**config.mk**
```make
export PLATFORM = sky130hd
export DESIGN_NAME = tagged_packet_queue_pair
export DESIGN_NICKNAME = d
export VERILOG_FILES = /design/src/hw/rtl/tpq_pkg.sv /design/src/hw/rtl/tpq_store.sv /design/src/hw/rtl/tagged_packet_queue_pair.sv
export VERILOG_INCLUDE_DIRS = /design/src /design/src/hw/rtl
export SDC_FILE = /design/constraint.sdc
export NUM_CORES = 1
export LEC_CHECK = 0
export ABC_AREA = 1
export BUFFER_PORTS_ARGS = -buffer_cell sky130_fd_sc_hd__buf_2
export CAP_MARGIN = 25
export CORE_MARGIN = 2
export CORE_UTILIZATION = 40
export DETAILED_ROUTE_END_ITERATION = 10
export PLACE_DENSITY_LB_ADDON = 0.25
export SYNTH_ARGS = -nofsm -noshare
export SYNTH_HDL_FRONTEND = slang
export SYNTH_SLANG_ARGS = --single-unit
```
**constraint.sdc**
```tcl
create_clock -name clock -period 5.2 [get_ports clock]
set_input_delay 0.52 -clock clock [delete_from_list [all_inputs] [get_ports clock]]
set_output_delay 0.52 -clock clock [all_outputs]
set_load 0.005 [all_outputs]
```
**src/hw/rtl/tagged_packet_queue_pair_macros.svh**
```systemverilog
// assertion macros for the tagged packet queue pair
// used by the top level; no other dependencies
`ifndef TAGGED_PACKET_QUEUE_PAIR_MACROS_SVH
`define TAGGED_PACKET_QUEUE_PAIR_MACROS_SVH

// same-cycle implication, disabled during reset
`define TPQ_ASSERT_NOW(label, clk, rst, ante, cons, msg) \
   label: assert property (@(posedge clk) disable iff (rst) (ante) |-> (cons)) else $error(msg);

// next-cycle implication, disabled during reset
`define TPQ_ASSERT_NEXT(label, clk, rst, ante, cons, msg) \
   label: assert property (@(posedge clk) disable iff (rst) (ante) |=> (cons)) else $error(msg);

`endif

```
**src/hw/rtl/tpq_pkg.sv**
```systemverilog
// command codes and fixed port widths for the tagged packet queue pair
// no dependencies
package tpq_pkg;

   typedef enum logic [1:0] {
      CMD_ADD        = 2'd0,
      CMD_GET        = 2'd1,
      CMD_FLUSH_CONN = 2'd2,
      CMD_FLUSH_ALL  = 2'd3
   } cmd_type;

   localparam int unsigned ID_PORT_BITS     = 8;
   localparam int unsigned HANDLE_PORT_BITS = 8;
   localparam int unsigned REMOVED_BITS     = 6;
   localparam int unsigned OCC_BITS         = 5;

endpackage

```
**src/hw/rtl/tpq_store.sv**
```systemverilog
// entry store for both queues: one write port, one read port, registered read
// no dependencies
module tpq_store #(
   parameter int unsigned ADDR_BITS = 5,
   parameter int unsigned DATA_BITS = 16
) (
   input  logic                 clock,
   input  logic                 wr_en,
   input  logic [ADDR_BITS-1:0] wr_addr,
   input  logic [DATA_BITS-1:0] wr_data,
   input  logic [ADDR_BITS-1:0] rd_addr,
   output logic [DATA_BITS-1:0] rd_data
);

   logic [DATA_BITS-1:0] mem_ff [2**ADDR_BITS];
   logic [DATA_BITS-1:0] rd_data_ff;

   always_ff @(posedge clock) begin
      if (wr_en) begin
         mem_ff[wr_addr] <= wr_data;
      end
      rd_data_ff <= mem_ff[rd_addr];
   end

   assign rd_data = rd_data_ff;

endmodule

```
**src/hw/rtl/tagged_packet_queue_pair.sv**
```systemverilog
// tagged packet queue pair: add and flush all go straight to finish, result registered
// get scans the selected queue from the head to the first tag match, or all on a miss
// flush by connection scans both queues, queue 0 then queue 1; one entry per cycle
// one item at a time, next item accepted as its result shows; receiver cannot stall
// synchronous active-high reset empties both queues; entry store contents are not cleared
// depends on tpq_pkg, tpq_store and tagged_packet_queue_pair_macros.svh
`include "tagged_packet_queue_pair_macros.svh"

module tagged_packet_queue_pair #(
   parameter int unsigned QUEUE_DEPTH = 16,
   parameter int unsigned TAG_BITS    = 8,
   parameter int unsigned HANDLE_BITS = 8
) (
   input  logic                                   clock,
   input  logic                                   reset,
   input  logic                                   start,
   output logic                                   busy,
   input  logic [1:0]                             req_cmd,
   input  logic                                   req_queue_sel,
   input  logic [tpq_pkg::ID_PORT_BITS-1:0]       req_conn_id,
   input  logic [tpq_pkg::HANDLE_PORT_BITS-1:0]   req_packet_handle,
   output logic                                   rsp_valid,
   output logic [tpq_pkg::HANDLE_PORT_BITS-1:0]   rsp_out_handle,
   output logic                                   rsp_found,
   output logic                                   rsp_dropped,
   output logic [tpq_pkg::REMOVED_BITS-1:0]       rsp_removed_count,
   output logic [tpq_pkg::OCC_BITS-1:0]           rsp_occupancy
);

   localparam int unsigned PW = $clog2(QUEUE_DEPTH);
   localparam int unsigned CW = $clog2(QUEUE_DEPTH + 1);
   localparam int unsigned SW = CW + 1;
   localparam int unsigned RW = CW + 1;
   localparam int unsigned EW = TAG_BITS + HANDLE_BITS;
   localparam int unsigned AW = PW + 1;
   localparam logic [PW-1:0] LAST_PTR = PW'(QUEUE_DEPTH - 1);
   localparam logic [CW-1:0] FULL_COUNT = CW'(QUEUE_DEPTH);

   typedef enum logic [1:0] {
      ST_IDLE,
      ST_SCAN,
      ST_FINISH
   } state_type;

   function automatic logic [PW-1:0] ptr_inc(input logic [PW-1:0] p);
      return (p == LAST_PTR) ? '0 : p + 1'b1;
   endfunction

   function automatic logic [PW-1:0] ptr_add(input logic [PW-1:0] h, input logic [CW-1:0] c);
      logic [SW-1:0] s;
      s = SW'(h) + SW'(c);
      if (s >= SW'(QUEUE_DEPTH)) begin
         s = s - SW'(QUEUE_DEPTH);
      end
      return s[PW-1:0];
   endfunction

   state_type            state_ff;
   tpq_pkg::cmd_type     cmd_ff;
   logic                 sel_ff;
   logic                 q_ff;
   logic [TAG_BITS-1:0]  tag_ff;
   logic [PW-1:0]        head_ff [2];
   logic [CW-1:0]        count_ff [2];
   logic [PW-1:0]        rd_ptr_ff;
   logic [PW-1:0]        wr_ptr_ff;
   logic [PW-1:0]        pos_ff;
   logic [CW-1:0]        n_ff;
   logic [CW-1:0]        issued_ff;
   logic [CW-1:0]        kept_ff;
   logic                 pend_ff;
   logic [RW-1:0]        removed_ff;
   logic                 found_ff;
   logic                 dropped_ff;
   logic [HANDLE_BITS-1:0] res_handle_ff;

   logic                 rsp_valid_ff;
   logic [tpq_pkg::HANDLE_PORT_BITS-1:0] rsp_out_handle_ff;
   logic                 rsp_found_ff;
   logic                 rsp_dropped_ff;
   logic [tpq_pkg::REMOVED_BITS-1:0] rsp_removed_count_ff;
   logic [tpq_pkg::OCC_BITS-1:0] rsp_occupancy_ff;

   logic                 accept;
   tpq_pkg::cmd_type     req_cmd_in;
   logic [TAG_BITS+tpq_pkg::ID_PORT_BITS-1:0] tag_wide;
   logic [HANDLE_BITS+tpq_pkg::HANDLE_PORT_BITS-1:0] handle_wide;
   logic [TAG_BITS-1:0]  tag_in;
   logic [HANDLE_BITS-1:0] handle_in;
   logic                 sel_full;
   logic [PW-1:0]        add_ptr;
   logic                 issue;
   logic                 match;
   logic                 scan_wr;
   logic                 scan_end;
   logic [TAG_BITS-1:0]  rd_tag;
   logic [HANDLE_BITS-1:0] rd_handle;
   logic                 mem_wr_en;
   logic [AW-1:0]        mem_wr_addr;
   logic [EW-1:0]        mem_wr_data;
   logic [AW-1:0]        mem_rd_addr;
   logic [EW-1:0]        mem_rd_data;
   logic [HANDLE_BITS+tpq_pkg::HANDLE_PORT_BITS-1:0] out_handle_wide;
   logic [RW+tpq_pkg::REMOVED_BITS-1:0] removed_wide;
   logic [CW+tpq_pkg::OCC_BITS-1:0] occ_wide;

   assign busy       = (state_ff != ST_IDLE);
   assign accept     = start && !busy;
   assign req_cmd_in = tpq_pkg::cmd_type'(req_cmd);

   assign tag_wide    = {{TAG_BITS{1'b0}}, req_conn_id};
   assign tag_in      = tag_wide[TAG_BITS-1:0];
   assign handle_wide = {{HANDLE_BITS{1'b0}}, req_packet_handle};
   assign handle_in   = handle_wide[HANDLE_BITS-1:0];
   assign sel_full    = (count_ff[req_queue_sel] >= FULL_COUNT);
   assign add_ptr     = ptr_add(head_ff[req_queue_sel], count_ff[req_queue_sel]);

   assign rd_tag    = mem_rd_data[EW-1:HANDLE_BITS];
   assign rd_handle = mem_rd_data[HANDLE_BITS-1:0];
   assign issue     = (state_ff == ST_SCAN) && (issued_ff < n_ff);
   assign match     = (state_ff == ST_SCAN) && pend_ff && (rd_tag == tag_ff);
   assign scan_wr   = (state_ff == ST_SCAN) && pend_ff && !match;
   assign scan_end  = (state_ff == ST_SCAN) && !pend_ff && (issued_ff == n_ff);

   always_comb begin
      mem_wr_en   = 1'b0;
      mem_wr_addr = {q_ff, wr_ptr_ff};
      mem_wr_data = mem_rd_data;
      mem_rd_addr = {q_ff, rd_ptr_ff};
      if (accept && (req_cmd_in == tpq_pkg::CMD_ADD) && !sel_full) begin
         mem_wr_en   = 1'b1;
         mem_wr_addr = {req_queue_sel, add_ptr};
         mem_wr_data = {tag_in, handle_in};
      end else if (scan_wr) begin
         mem_wr_en = 1'b1;
      end
   end

   tpq_store #(
      .ADDR_BITS (AW),
      .DATA_BITS (EW)
   ) u_store (
      .clock   (clock),
      .wr_en   (mem_wr_en),
      .wr_addr (mem_wr_addr),
      .wr_data (mem_wr_data),
      .rd_addr (mem_rd_addr),
      .rd_data (mem_rd_data)
   );

   assign out_handle_wide = {{tpq_pkg::HANDLE_PORT_BITS{1'b0}}, res_handle_ff};
   assign removed_wide    = {{tpq_pkg::REMOVED_BITS{1'b0}}, removed_ff};
   assign occ_wide        = {{tpq_pkg::OCC_BITS{1'b0}}, count_ff[sel_ff]};

   always_ff @(posedge clock) begin
      if (reset) begin
         state_ff     <= ST_IDLE;
         rsp_valid_ff <= 1'b0;
         pend_ff      <= 1'b0;
         head_ff[0]   <= '0;
         head_ff[1]   <= '0;
         count_ff[0]  <= '0;
         count_ff[1]  <= '0;
      end else begin
         rsp_valid_ff <= (state_ff == ST_FINISH);
         unique case (state_ff)
            ST_IDLE: begin
               if (accept) begin
                  cmd_ff        <= req_cmd_in;
                  sel_ff        <= req_queue_sel;
                  tag_ff        <= tag_in;
                  found_ff      <= 1'b0;
                  dropped_ff    <= 1'b0;
                  removed_ff    <= '0;
                  res_handle_ff <= '0;
                  issued_ff     <= '0;
                  kept_ff       <= '0;
                  pend_ff       <= 1'b0;
                  unique case (req_cmd_in)
                     tpq_pkg::CMD_ADD: begin
                        if (sel_full) begin
                           dropped_ff    <= 1'b1;
                           res_handle_ff <= handle_in;
                        end else begin
                           count_ff[req_queue_sel] <= count_ff[req_queue_sel] + 1'b1;
                        end
                        state_ff <= ST_FINISH;
                     end
                     tpq_pkg::CMD_GET: begin
                        q_ff      <= req_queue_sel;
                        rd_ptr_ff <= head_ff[req_queue_sel];
                        wr_ptr_ff <= add_ptr;
                        n_ff      <= count_ff[req_queue_sel];
                        state_ff  <= ST_SCAN;
                     end
                     tpq_pkg::CMD_FLUSH_CONN: begin
                        q_ff      <= 1'b0;
                        rd_ptr_ff <= head_ff[0];
                        wr_ptr_ff <= ptr_add(head_ff[0], count_ff[0]);
                        n_ff      <= count_ff[0];
                        state_ff  <= ST_SCAN;
                     end
                     tpq_pkg::CMD_FLUSH_ALL: begin
                        removed_ff  <= RW'(count_ff[0]) + RW'(count_ff[1]);
                        count_ff[0] <= '0;
                        count_ff[1] <= '0;
                        state_ff    <= ST_FINISH;
                     end
                     default: begin
                        state_ff <= ST_FINISH;
                     end
                  endcase
               end
            end
            ST_SCAN: begin
               pend_ff <= issue;
               if (issue) begin
                  rd_ptr_ff <= ptr_inc(rd_ptr_ff);
                  pos_ff    <= ptr_inc(rd_ptr_ff);
                  issued_ff <= issued_ff + 1'b1;
               end
               if (scan_wr) begin
                  wr_ptr_ff <= ptr_inc(wr_ptr_ff);
                  kept_ff   <= kept_ff + 1'b1;
               end
               if (match && (cmd_ff == tpq_pkg::CMD_GET)) begin
                  found_ff       <= 1'b1;
                  res_handle_ff  <= rd_handle;
                  head_ff[q_ff]  <= pos_ff;
                  count_ff[q_ff] <= n_ff - 1'b1;
                  state_ff       <= ST_FINISH;
               end else if (scan_end) begin
                  head_ff[q_ff]  <= rd_ptr_ff;
                  count_ff[q_ff] <= kept_ff;
                  if (cmd_ff == tpq_pkg::CMD_FLUSH_CONN) begin
                     removed_ff <= removed_ff + RW'(n_ff - kept_ff);
                  end
                  if ((cmd_ff == tpq_pkg::CMD_FLUSH_CONN) && !q_ff) begin
                     q_ff      <= 1'b1;
                     rd_ptr_ff <= head_ff[1];
                     wr_ptr_ff <= ptr_add(head_ff[1], count_ff[1]);
                     n_ff      <= count_ff[1];
                     issued_ff <= '0;
                     kept_ff   <= '0;
                  end else begin
                     state_ff <= ST_FINISH;
                  end
               end
            end
            ST_FINISH: begin
               rsp_out_handle_ff    <= out_handle_wide[tpq_pkg::HANDLE_PORT_BITS-1:0];
               rsp_found_ff         <= found_ff;
               rsp_dropped_ff       <= dropped_ff;
               rsp_removed_count_ff <= removed_wide[tpq_pkg::REMOVED_BITS-1:0];
               rsp_occupancy_ff     <= occ_wide[tpq_pkg::OCC_BITS-1:0];
               state_ff             <= ST_IDLE;
            end
            default: begin
               state_ff <= ST_IDLE;
            end
         endcase
      end
   end

   assign rsp_valid         = rsp_valid_ff;
   assign rsp_out_handle    = rsp_out_handle_ff;
   assign rsp_found         = rsp_found_ff;
   assign rsp_dropped       = rsp_dropped_ff;
   assign rsp_removed_count = rsp_removed_count_ff;
   assign rsp_occupancy     = rsp_occupancy_ff;

   `TPQ_ASSERT_NOW(a_rsp_when_idle, clock, reset, rsp_valid_ff, state_ff == ST_IDLE,
                   "result strobe outside idle")
   `TPQ_ASSERT_NOW(a_count_bound, clock, reset, 1'b1,
                   (count_ff[0] <= FULL_COUNT) && (count_ff[1] <= FULL_COUNT),
                   "queue count above depth")
   `TPQ_ASSERT_NEXT(a_accept_busy, clock, reset, accept, busy,
                    "not busy after accepting an item")
   `TPQ_ASSERT_NOW(a_scan_counts, clock, reset, state_ff == ST_SCAN,
                   (kept_ff <= issued_ff) && (issued_ff <= n_ff), "scan counters out of order")
   `TPQ_ASSERT_NOW(a_found_dropped, clock, reset, rsp_valid_ff,
                   !(rsp_found_ff && rsp_dropped_ff), "found and dropped together")

endmodule

```
* Yosys cells after proc, flatten, opt, wreduce, memory -nomap -nowiden
Memory sizes are Yosys's and may differ from the RTL's. A register that Yosys moved wholly into a read port is not among the register bits. Index checks and enable logic that the tools add are counted.
Storage, ports and cells: memories kept 3, memory bits (writable) 530, word-level logic and storage cells 209, output and inout bits 23, bits in read-only memories 0, input bits 22, bits in latches 0, bits in registers 75
Memories:
- u_store.mem_ff | words 32, bits a word 16, rd ports 1, clocked after memory_dff 1, wr ports 1, line tpq_store.sv:15 | logic [DATA_BITS-1:0] mem_ff [2**ADDR_BITS];
- count_ff | words 2, bits a word 5, rd ports 4, clocked after memory_dff 1, wr ports 2, line tagged_packet_queue_pair.sv:64 | logic [CW-1:0] count_ff [2];
- head_ff | words 2, bits a word 4, rd ports 3, clocked after memory_dff 0, wr ports 2, line tagged_packet_queue_pair.sv:63 | logic [PW-1:0] head_ff [2];
Operators by class: equality and inequality tests 20, bitwise gates (word level) 5, div/mod/pow operators 0, add/subtract/negate cells 15, mux-type cells 105, shifts and indexed selects 0, magnitude comparators 5, multipliers 0, reduce and logical (&&, ||, !) cells 35
Operators with widths (count):
- $mux 5 | 19
- $mux 4 | 17
- $pmux 5 s2 | 4
- $mux 1 | 39
- $mux 8 | 4
- $pmux 4 s2 | 4
- $mux 6 | 5
- $add 4x5->6 | 3
- $ge 6x5->1 const B | 3
- $mux 16 | 1
- $pmux 8 s2 | 1
- $add 5x1->5 const B | 3
- $pmux 6 s2 | 1
- $reduce_and 3->1 | 4
- $sub 4x1->4 const B | 3
- $logic_and 1x1->1 | 11
- $reduce_or 5->1 | 2
- $add 4x1->4 const B | 2
- $eq 2x2->1 const B | 4
- $eq 4x4->1 const B | 2
- $eq 8x8->1 | 1
- $mux 2 | 4
- $pmux 1 s2 | 4
- $pmux 2 s2 | 2
- 24 further kinds | 42

* Longest topological paths before layout
depth in word-level cells 11, gate-level depth with buffers 14, mapped depth without buffers 14

* Cells and area by module
From an unflattened synthesis, not the netlist that was laid out.
Second synthesis, totals: cell total of the unflattened synthesis 2501, area total of the unflattened synthesis 27470.1 µm²
By module, submodules not included:
- tpq_store | times used 1, area an instance 21301.7 µm², cells an instance 1794
- tagged_packet_queue_pair | times used 1, area an instance 6168.4 µm², cells an instance 707

* Worst setup path after synthesis
OpenSTA, ideal clock, no wires.
path kind input port to flip-flop, from input port req_queue_sel, to memory u_store.mem_ff[14][0] (enable), required time 4.812 ns, slack 1.840 ns, arrival time 2.972 ns, cell stages on the path 12, path buffers 2, cell sequence buf_2 -> buf_2 -> o21ai_0 -> ha_1 -> a21o_1 -> a21oi_1 -> inv_1 -> nand2_1 -> nand2_1 -> nand2_1 -> nand4_1 -> nor2_1
On the way: word-level cells in the longest chain between the ends 7
RTL lines:
- start: declaration | line tagged_packet_queue_pair.sv:19 | input logic req_queue_sel,
- parallel branches: the longest is 7 deep, another holds $add 4x5->6
- end: declaration | line tpq_store.sv:15
Several ways; the timed one is not identified.

==> metrics.txt <==
# TYPE chip_impl_metric gauge
chip_impl_info{name="status",value="complete, no violations"} 1
chip_impl_metric{name="cts.sink_count",unit=""} 626
chip_impl_metric{name="tightest_slew",unit="ns"} 1.02
chip_impl_metric{name="drv.max_cap_violation_count",unit=""} 0
chip_impl_metric{name="start_util",unit="%"} 40.3
chip_impl_info{name="criticalPathCategory",value="reg2reg"} 1
chip_impl_metric{name="cts_inserted_buffers",unit=""} 61
chip_impl_metric{name="worstPathArrival",unit="ns"} 4.02
chip_impl_metric{name="path_clk_slew",unit="ns"} 0.06
chip_impl_info{name="synthTopCellsByArea",value="sky130_fd_sc_hd__edfxtp_1 69%, sky130_fd_sc_hd__o21ai_0 6.2%, sky130_fd_sc_hd__nor2_1 4.9%"} 1
chip_impl_metric{name="placedCellCount",unit=""} 3006
chip_impl_metric{name="chipWidth",unit="um"} 261
chip_impl_metric{name="power.share.switching",unit="%"} 27.5
chip_impl_metric{name="htree_levels",unit=""} 2
chip_impl_metric{name="crit_fanout",unit=""} 16
chip_impl_metric{name="power.combinational.fraction",unit="%"} 15.1
chip_impl_metric{name="setup_viol",unit=""} 0
chip_impl_metric{name="power_per_cell_area",unit="nW/um^2"} 416
chip_impl_info{name="cts_tree",value="done"} 1
chip_impl_metric{name="hpwlAfterDp",unit="um"} 43500
chip_impl_info{name="cts_root_buffer",value="sky130_fd_sc_hd__clkbuf_16"} 1
chip_impl_metric{name="place.port_buffers",unit=""} 44
chip_impl_metric{name="cts.path.max_buffers",unit=""} 3
chip_impl_metric{name="worst_skew_pair.late_latency",unit="ns"} 0.67
chip_impl_metric{name="post_layout_nonfiller_instances",unit=""} 3122
chip_impl_metric{name="final_core_util",unit="%"} 45.8
chip_impl_metric{name="finalSetupTns",unit="ns"} 0
chip_impl_info{name="worst_path_most_repeated_cell",value="sky130_fd_sc_hd__nand2_1"} 1
chip_impl_metric{name="dieArea",unit="um^2"} 68200
chip_impl_metric{name="ir_drop",unit="V"} 0.000292
chip_impl_metric{name="cellLeakagePower",unit="nW"} 10.3
chip_impl_metric{name="grt_usage",unit="%"} 20.6
chip_impl_metric{name="die_height",unit="um"} 261
chip_impl_metric{name="synth_nets",unit=""} 2223
chip_impl_metric{name="ant_nets",unit=""} 0
chip_impl_metric{name="final_layout_size_suffix_gt1_share",unit="%"} 11.1
chip_impl_metric{name="final.setup_skew",unit="ns"} 0.0408
chip_impl_metric{name="fmax",unit="MHz"} 266
chip_impl_metric{name="edff_count_synth",unit=""} 606
chip_impl_info{name="hold_class",value="in2reg"} 1
chip_impl_info{name="post_synth_most_frequent_cells",value="606 x sky130_fd_sc_hd__edfxtp_1, 343 x sky130_fd_sc_hd__nor2_1, 330 x sky130_fd_sc_hd__o21ai_0, 236 x sky130_fd_sc_hd__nand2_1, 113 x sky130_fd_sc_hd__o221ai_1"} 1
chip_impl_metric{name="overflow",unit=""} 0
chip_impl_metric{name="fin_nets",unit=""} 2273
chip_impl_metric{name="synth_top_area_share",unit="%"} 68.8
chip_impl_metric{name="report.final.hold_viol_count",unit=""} 0
chip_impl_info{name="timing.critical_path.slowest_stage_cell",value="sky130_fd_sc_hd__nor2_2"} 1
chip_impl_metric{name="grt_pass1_wl",unit="um"} 105000
chip_impl_info{name="cp-start-kind",value="flip-flop"} 1
chip_impl_metric{name="diodes",unit=""} 0
chip_impl_metric{name="vias",unit=""} 17300
chip_impl_metric{name="min_period",unit="ns"} 3.75
chip_impl_info{name="synth_most_common_cell",value="sky130_fd_sc_hd__edfxtp_1"} 1
chip_impl_metric{name="intPower",unit="mW"} 9.05
chip_impl_info{name="timing.critical_path.cells",value="inv_1 > o21ai_0 > ha_1 > a21o_1 > a21oi_1 > inv_1 > nand2_1 > nand2_1 > nand2_1 > nand4_1 > nor2_2"} 1
chip_impl_info{name="crit_path_end_kind",value="flip-flop"} 1
chip_impl_metric{name="yosys_register_bits",unit=""} 626
chip_impl_metric{name="seq_total_area_yosys",unit="%"} 70.3
chip_impl_metric{name="core_area",unit="um^2"} 65600
chip_impl_metric{name="share_clk_of_total_power",unit="%"} 36.6
chip_impl_metric{name="grt_pass1_vias",unit=""} 16600
chip_impl_metric{name="fin_crit_sh",unit="%"} 72.2
chip_impl_info{name="cp_top_family",value="simple AND/OR/NAND/NOR gates"} 1
chip_impl_metric{name="finish.instance_area",unit="um^2"} 30000
chip_impl_metric{name="total_switching_power",unit="mW"} 3.44
chip_impl_metric{name="post_synth_num_cell_types",unit=""} 47
chip_impl_metric{name="synth.yosys.warnings",unit=""} 0
chip_impl_info{name="rsz0062_at_grt",value="false"} 1
chip_impl_metric{name="critical-path-max-stage-delay",unit="ns"} 0.77
chip_impl_metric{name="largest_net_degree_at_the_start_of_global_routing",unit=""} 184
chip_impl_info{name="library_cell_with_the_largest_summed_area_after_synthesis",value="sky130_fd_sc_hd__edfxtp_1"} 1
chip_impl_metric{name="dpl-instance-area",unit="um^2"} 27900
chip_impl_metric{name="cts_hold_repair.buffers",unit=""} 0
chip_impl_metric{name="relSlewSlack",unit="%"} 32.1
chip_impl_metric{name="final_max_slew_viol_count",unit=""} 0
chip_impl_metric{name="drt_pass1_iterations",unit=""} 5
chip_impl_metric{name="area_delta_synth_final",unit="%"} 13.5
chip_impl_metric{name="avgRoutedWirePerCell",unit="um"} 22.6
chip_impl_metric{name="cts.repair_timing.setup_buffer_count",unit=""} 0
chip_impl_metric{name="timing.critical_path.buf_inv",unit=""} 2
chip_impl_metric{name="globalplace.congestion",unit=""} 0.919
chip_impl_metric{name="initialDrtViolationCount",unit=""} 2128
chip_impl_metric{name="syn-cell-area",unit="um^2"} 26500
chip_impl_metric{name="boundaryPins",unit=""} 45
chip_impl_metric{name="post_synth.cell_area_avg",unit="um^2"} 12.3
chip_impl_metric{name="post_synth_inst_count",unit=""} 2157
chip_impl_metric{name="placementRows",unit=""} 94
chip_impl_metric{name="cts_resized",unit=""} 0
chip_impl_metric{name="postSynth.asyncResetShare",unit="%"} 0
chip_impl_info{name="post_synth_top_flop",value="sky130_fd_sc_hd__edfxtp_1"} 1
chip_impl_metric{name="power.share.sequential",unit="%"} 48.3
chip_impl_metric{name="vias_per_cell",unit=""} 5.55
chip_impl_metric{name="required",unit="ns"} 5.47
chip_impl_metric{name="drc_errors",unit=""} 0
chip_impl_metric{name="initial_antenna_violation_count",unit=""} 1
chip_impl_metric{name="filler_cell_count",unit=""} 5893
chip_impl_metric{name="drt_wl_total",unit="um"} 70600
-- final cells by class --
type	count	area (um^2)	share of cell area (%)
clock buffers	73	1570	5.23
clock inverters	41	493	1.64
inverters	105	400	1.33
multi-input cells	1303	7070	23.5
flip-flops and latches	626	18600	61.9
well taps	864	1080	3.60
repair buffers	110	833	2.77
-- layer usage --
metal,track usage [%],share of wire [%]
met1,28.7,43
met2,32.8,47
met3,3.18,6.5
met4,7.50,3.5
met5,0,0
-- state kept, by name, summed over array words and instances (netlist names), 2 cells and up --
register,flops
rsp_occupancy,5
rsp_out_handle,8
issued_ff,5
pos_ff,4
rsp_removed_count,6
n_ff,5
tag_ff,8
u_store.mem_ff,512
kept_ff,5
cmd_ff,2
count_ff,10
head_ff,8
wr_ptr_ff,4
removed_ff,6
state_ff,2
rd_ptr_ff,4
res_handle_ff,8
u_store.rd_data,16
-- stage by stage --
stage / power [mW] / setup slack (ns) / hold slack [ns]
floorplan: 7.18 / 1.84 / 0.400
global placement: 7.95 / 1.26 / 0.403
detailed placement: 8.01 / 1.24 / 0.406
CTS: 12.6 / 1.46 / 0.0337
global route: 13.0 / 1.21 / 0.0524
finish: 12.5 / 1.45 / 0.0653
-- final timing paths --
check                        start                     to  slack (ns)  cells past startpoint
hold / removal      req_conn_id[4]              tag_ff[4]        0.07                      1
setup / recovery    count_ff[0][1]  u_store.mem_ff[27][3]        1.45                     11
hold reg to reg   res_handle_ff[7]      rsp_out_handle[7]        0.42                      0
setup reg to reg    count_ff[0][1]  u_store.mem_ff[27][3]        1.45                     11
-- power by group through the flow --
| stage | Sequential [mW] | Combinational, mW | Clock (mW) |
|---|---|---|---|
| 6_report | 6.03 | 1.89 | 4.57 |
| 5_1_grt | 6.04 | 2.07 | 4.85 |
| 4_1_cts | 6.03 | 1.88 | 4.65 |
| 3_5_place_dp | 6.14 | 1.87 | 0 |
| 3_3_place_gp | 6.14 | 1.81 | 0 |
| 2_1_floorplan | 6.13 | 1.05 | 0 |
-- kinds of logic (layout without fill, tap and decap cells) --
kind of cell	after synthesis	in the layout	share of synthesized area (%)
flops	626	626	70.3
buf+inv	228	329	3.47
fa+ha+maj	44	44	2.34
compound gates	515	515	11.8
simple gates	716	716	11.2
mux	2	2	0.0756
xor+xnor	26	26	0.860
-- cell usage in the layout, fill, tap and decap left out, drive strengths merged --
cell	netlist	layout
a211oi	2	2
a21boi	1	1
a21o	1	1
a21oi	23	23
a22o	1	1
buf	46	110
bufinv	0	9
clkbuf	77	73
clkinv	3	30
clkinvlp	0	4
dfxtp	20	20
edfxtp	606	606
fa	9	9
ha	35	35
inv	102	103
mux2i	2	2
nand2	243	243
nand3	103	103
nand3b	1	1
nand4	8	8
nor2	348	348
nor3	7	7
nor3b	2	2
o211a	1	1
o211ai	11	11
o21a	2	2
o21ai	338	338
o21bai	1	1
o221ai	113	113
o22ai	21	21
or2	4	4
xnor2	14	14
xor2	12	12
No activity file was read; power rests on OpenSTA's default activity.
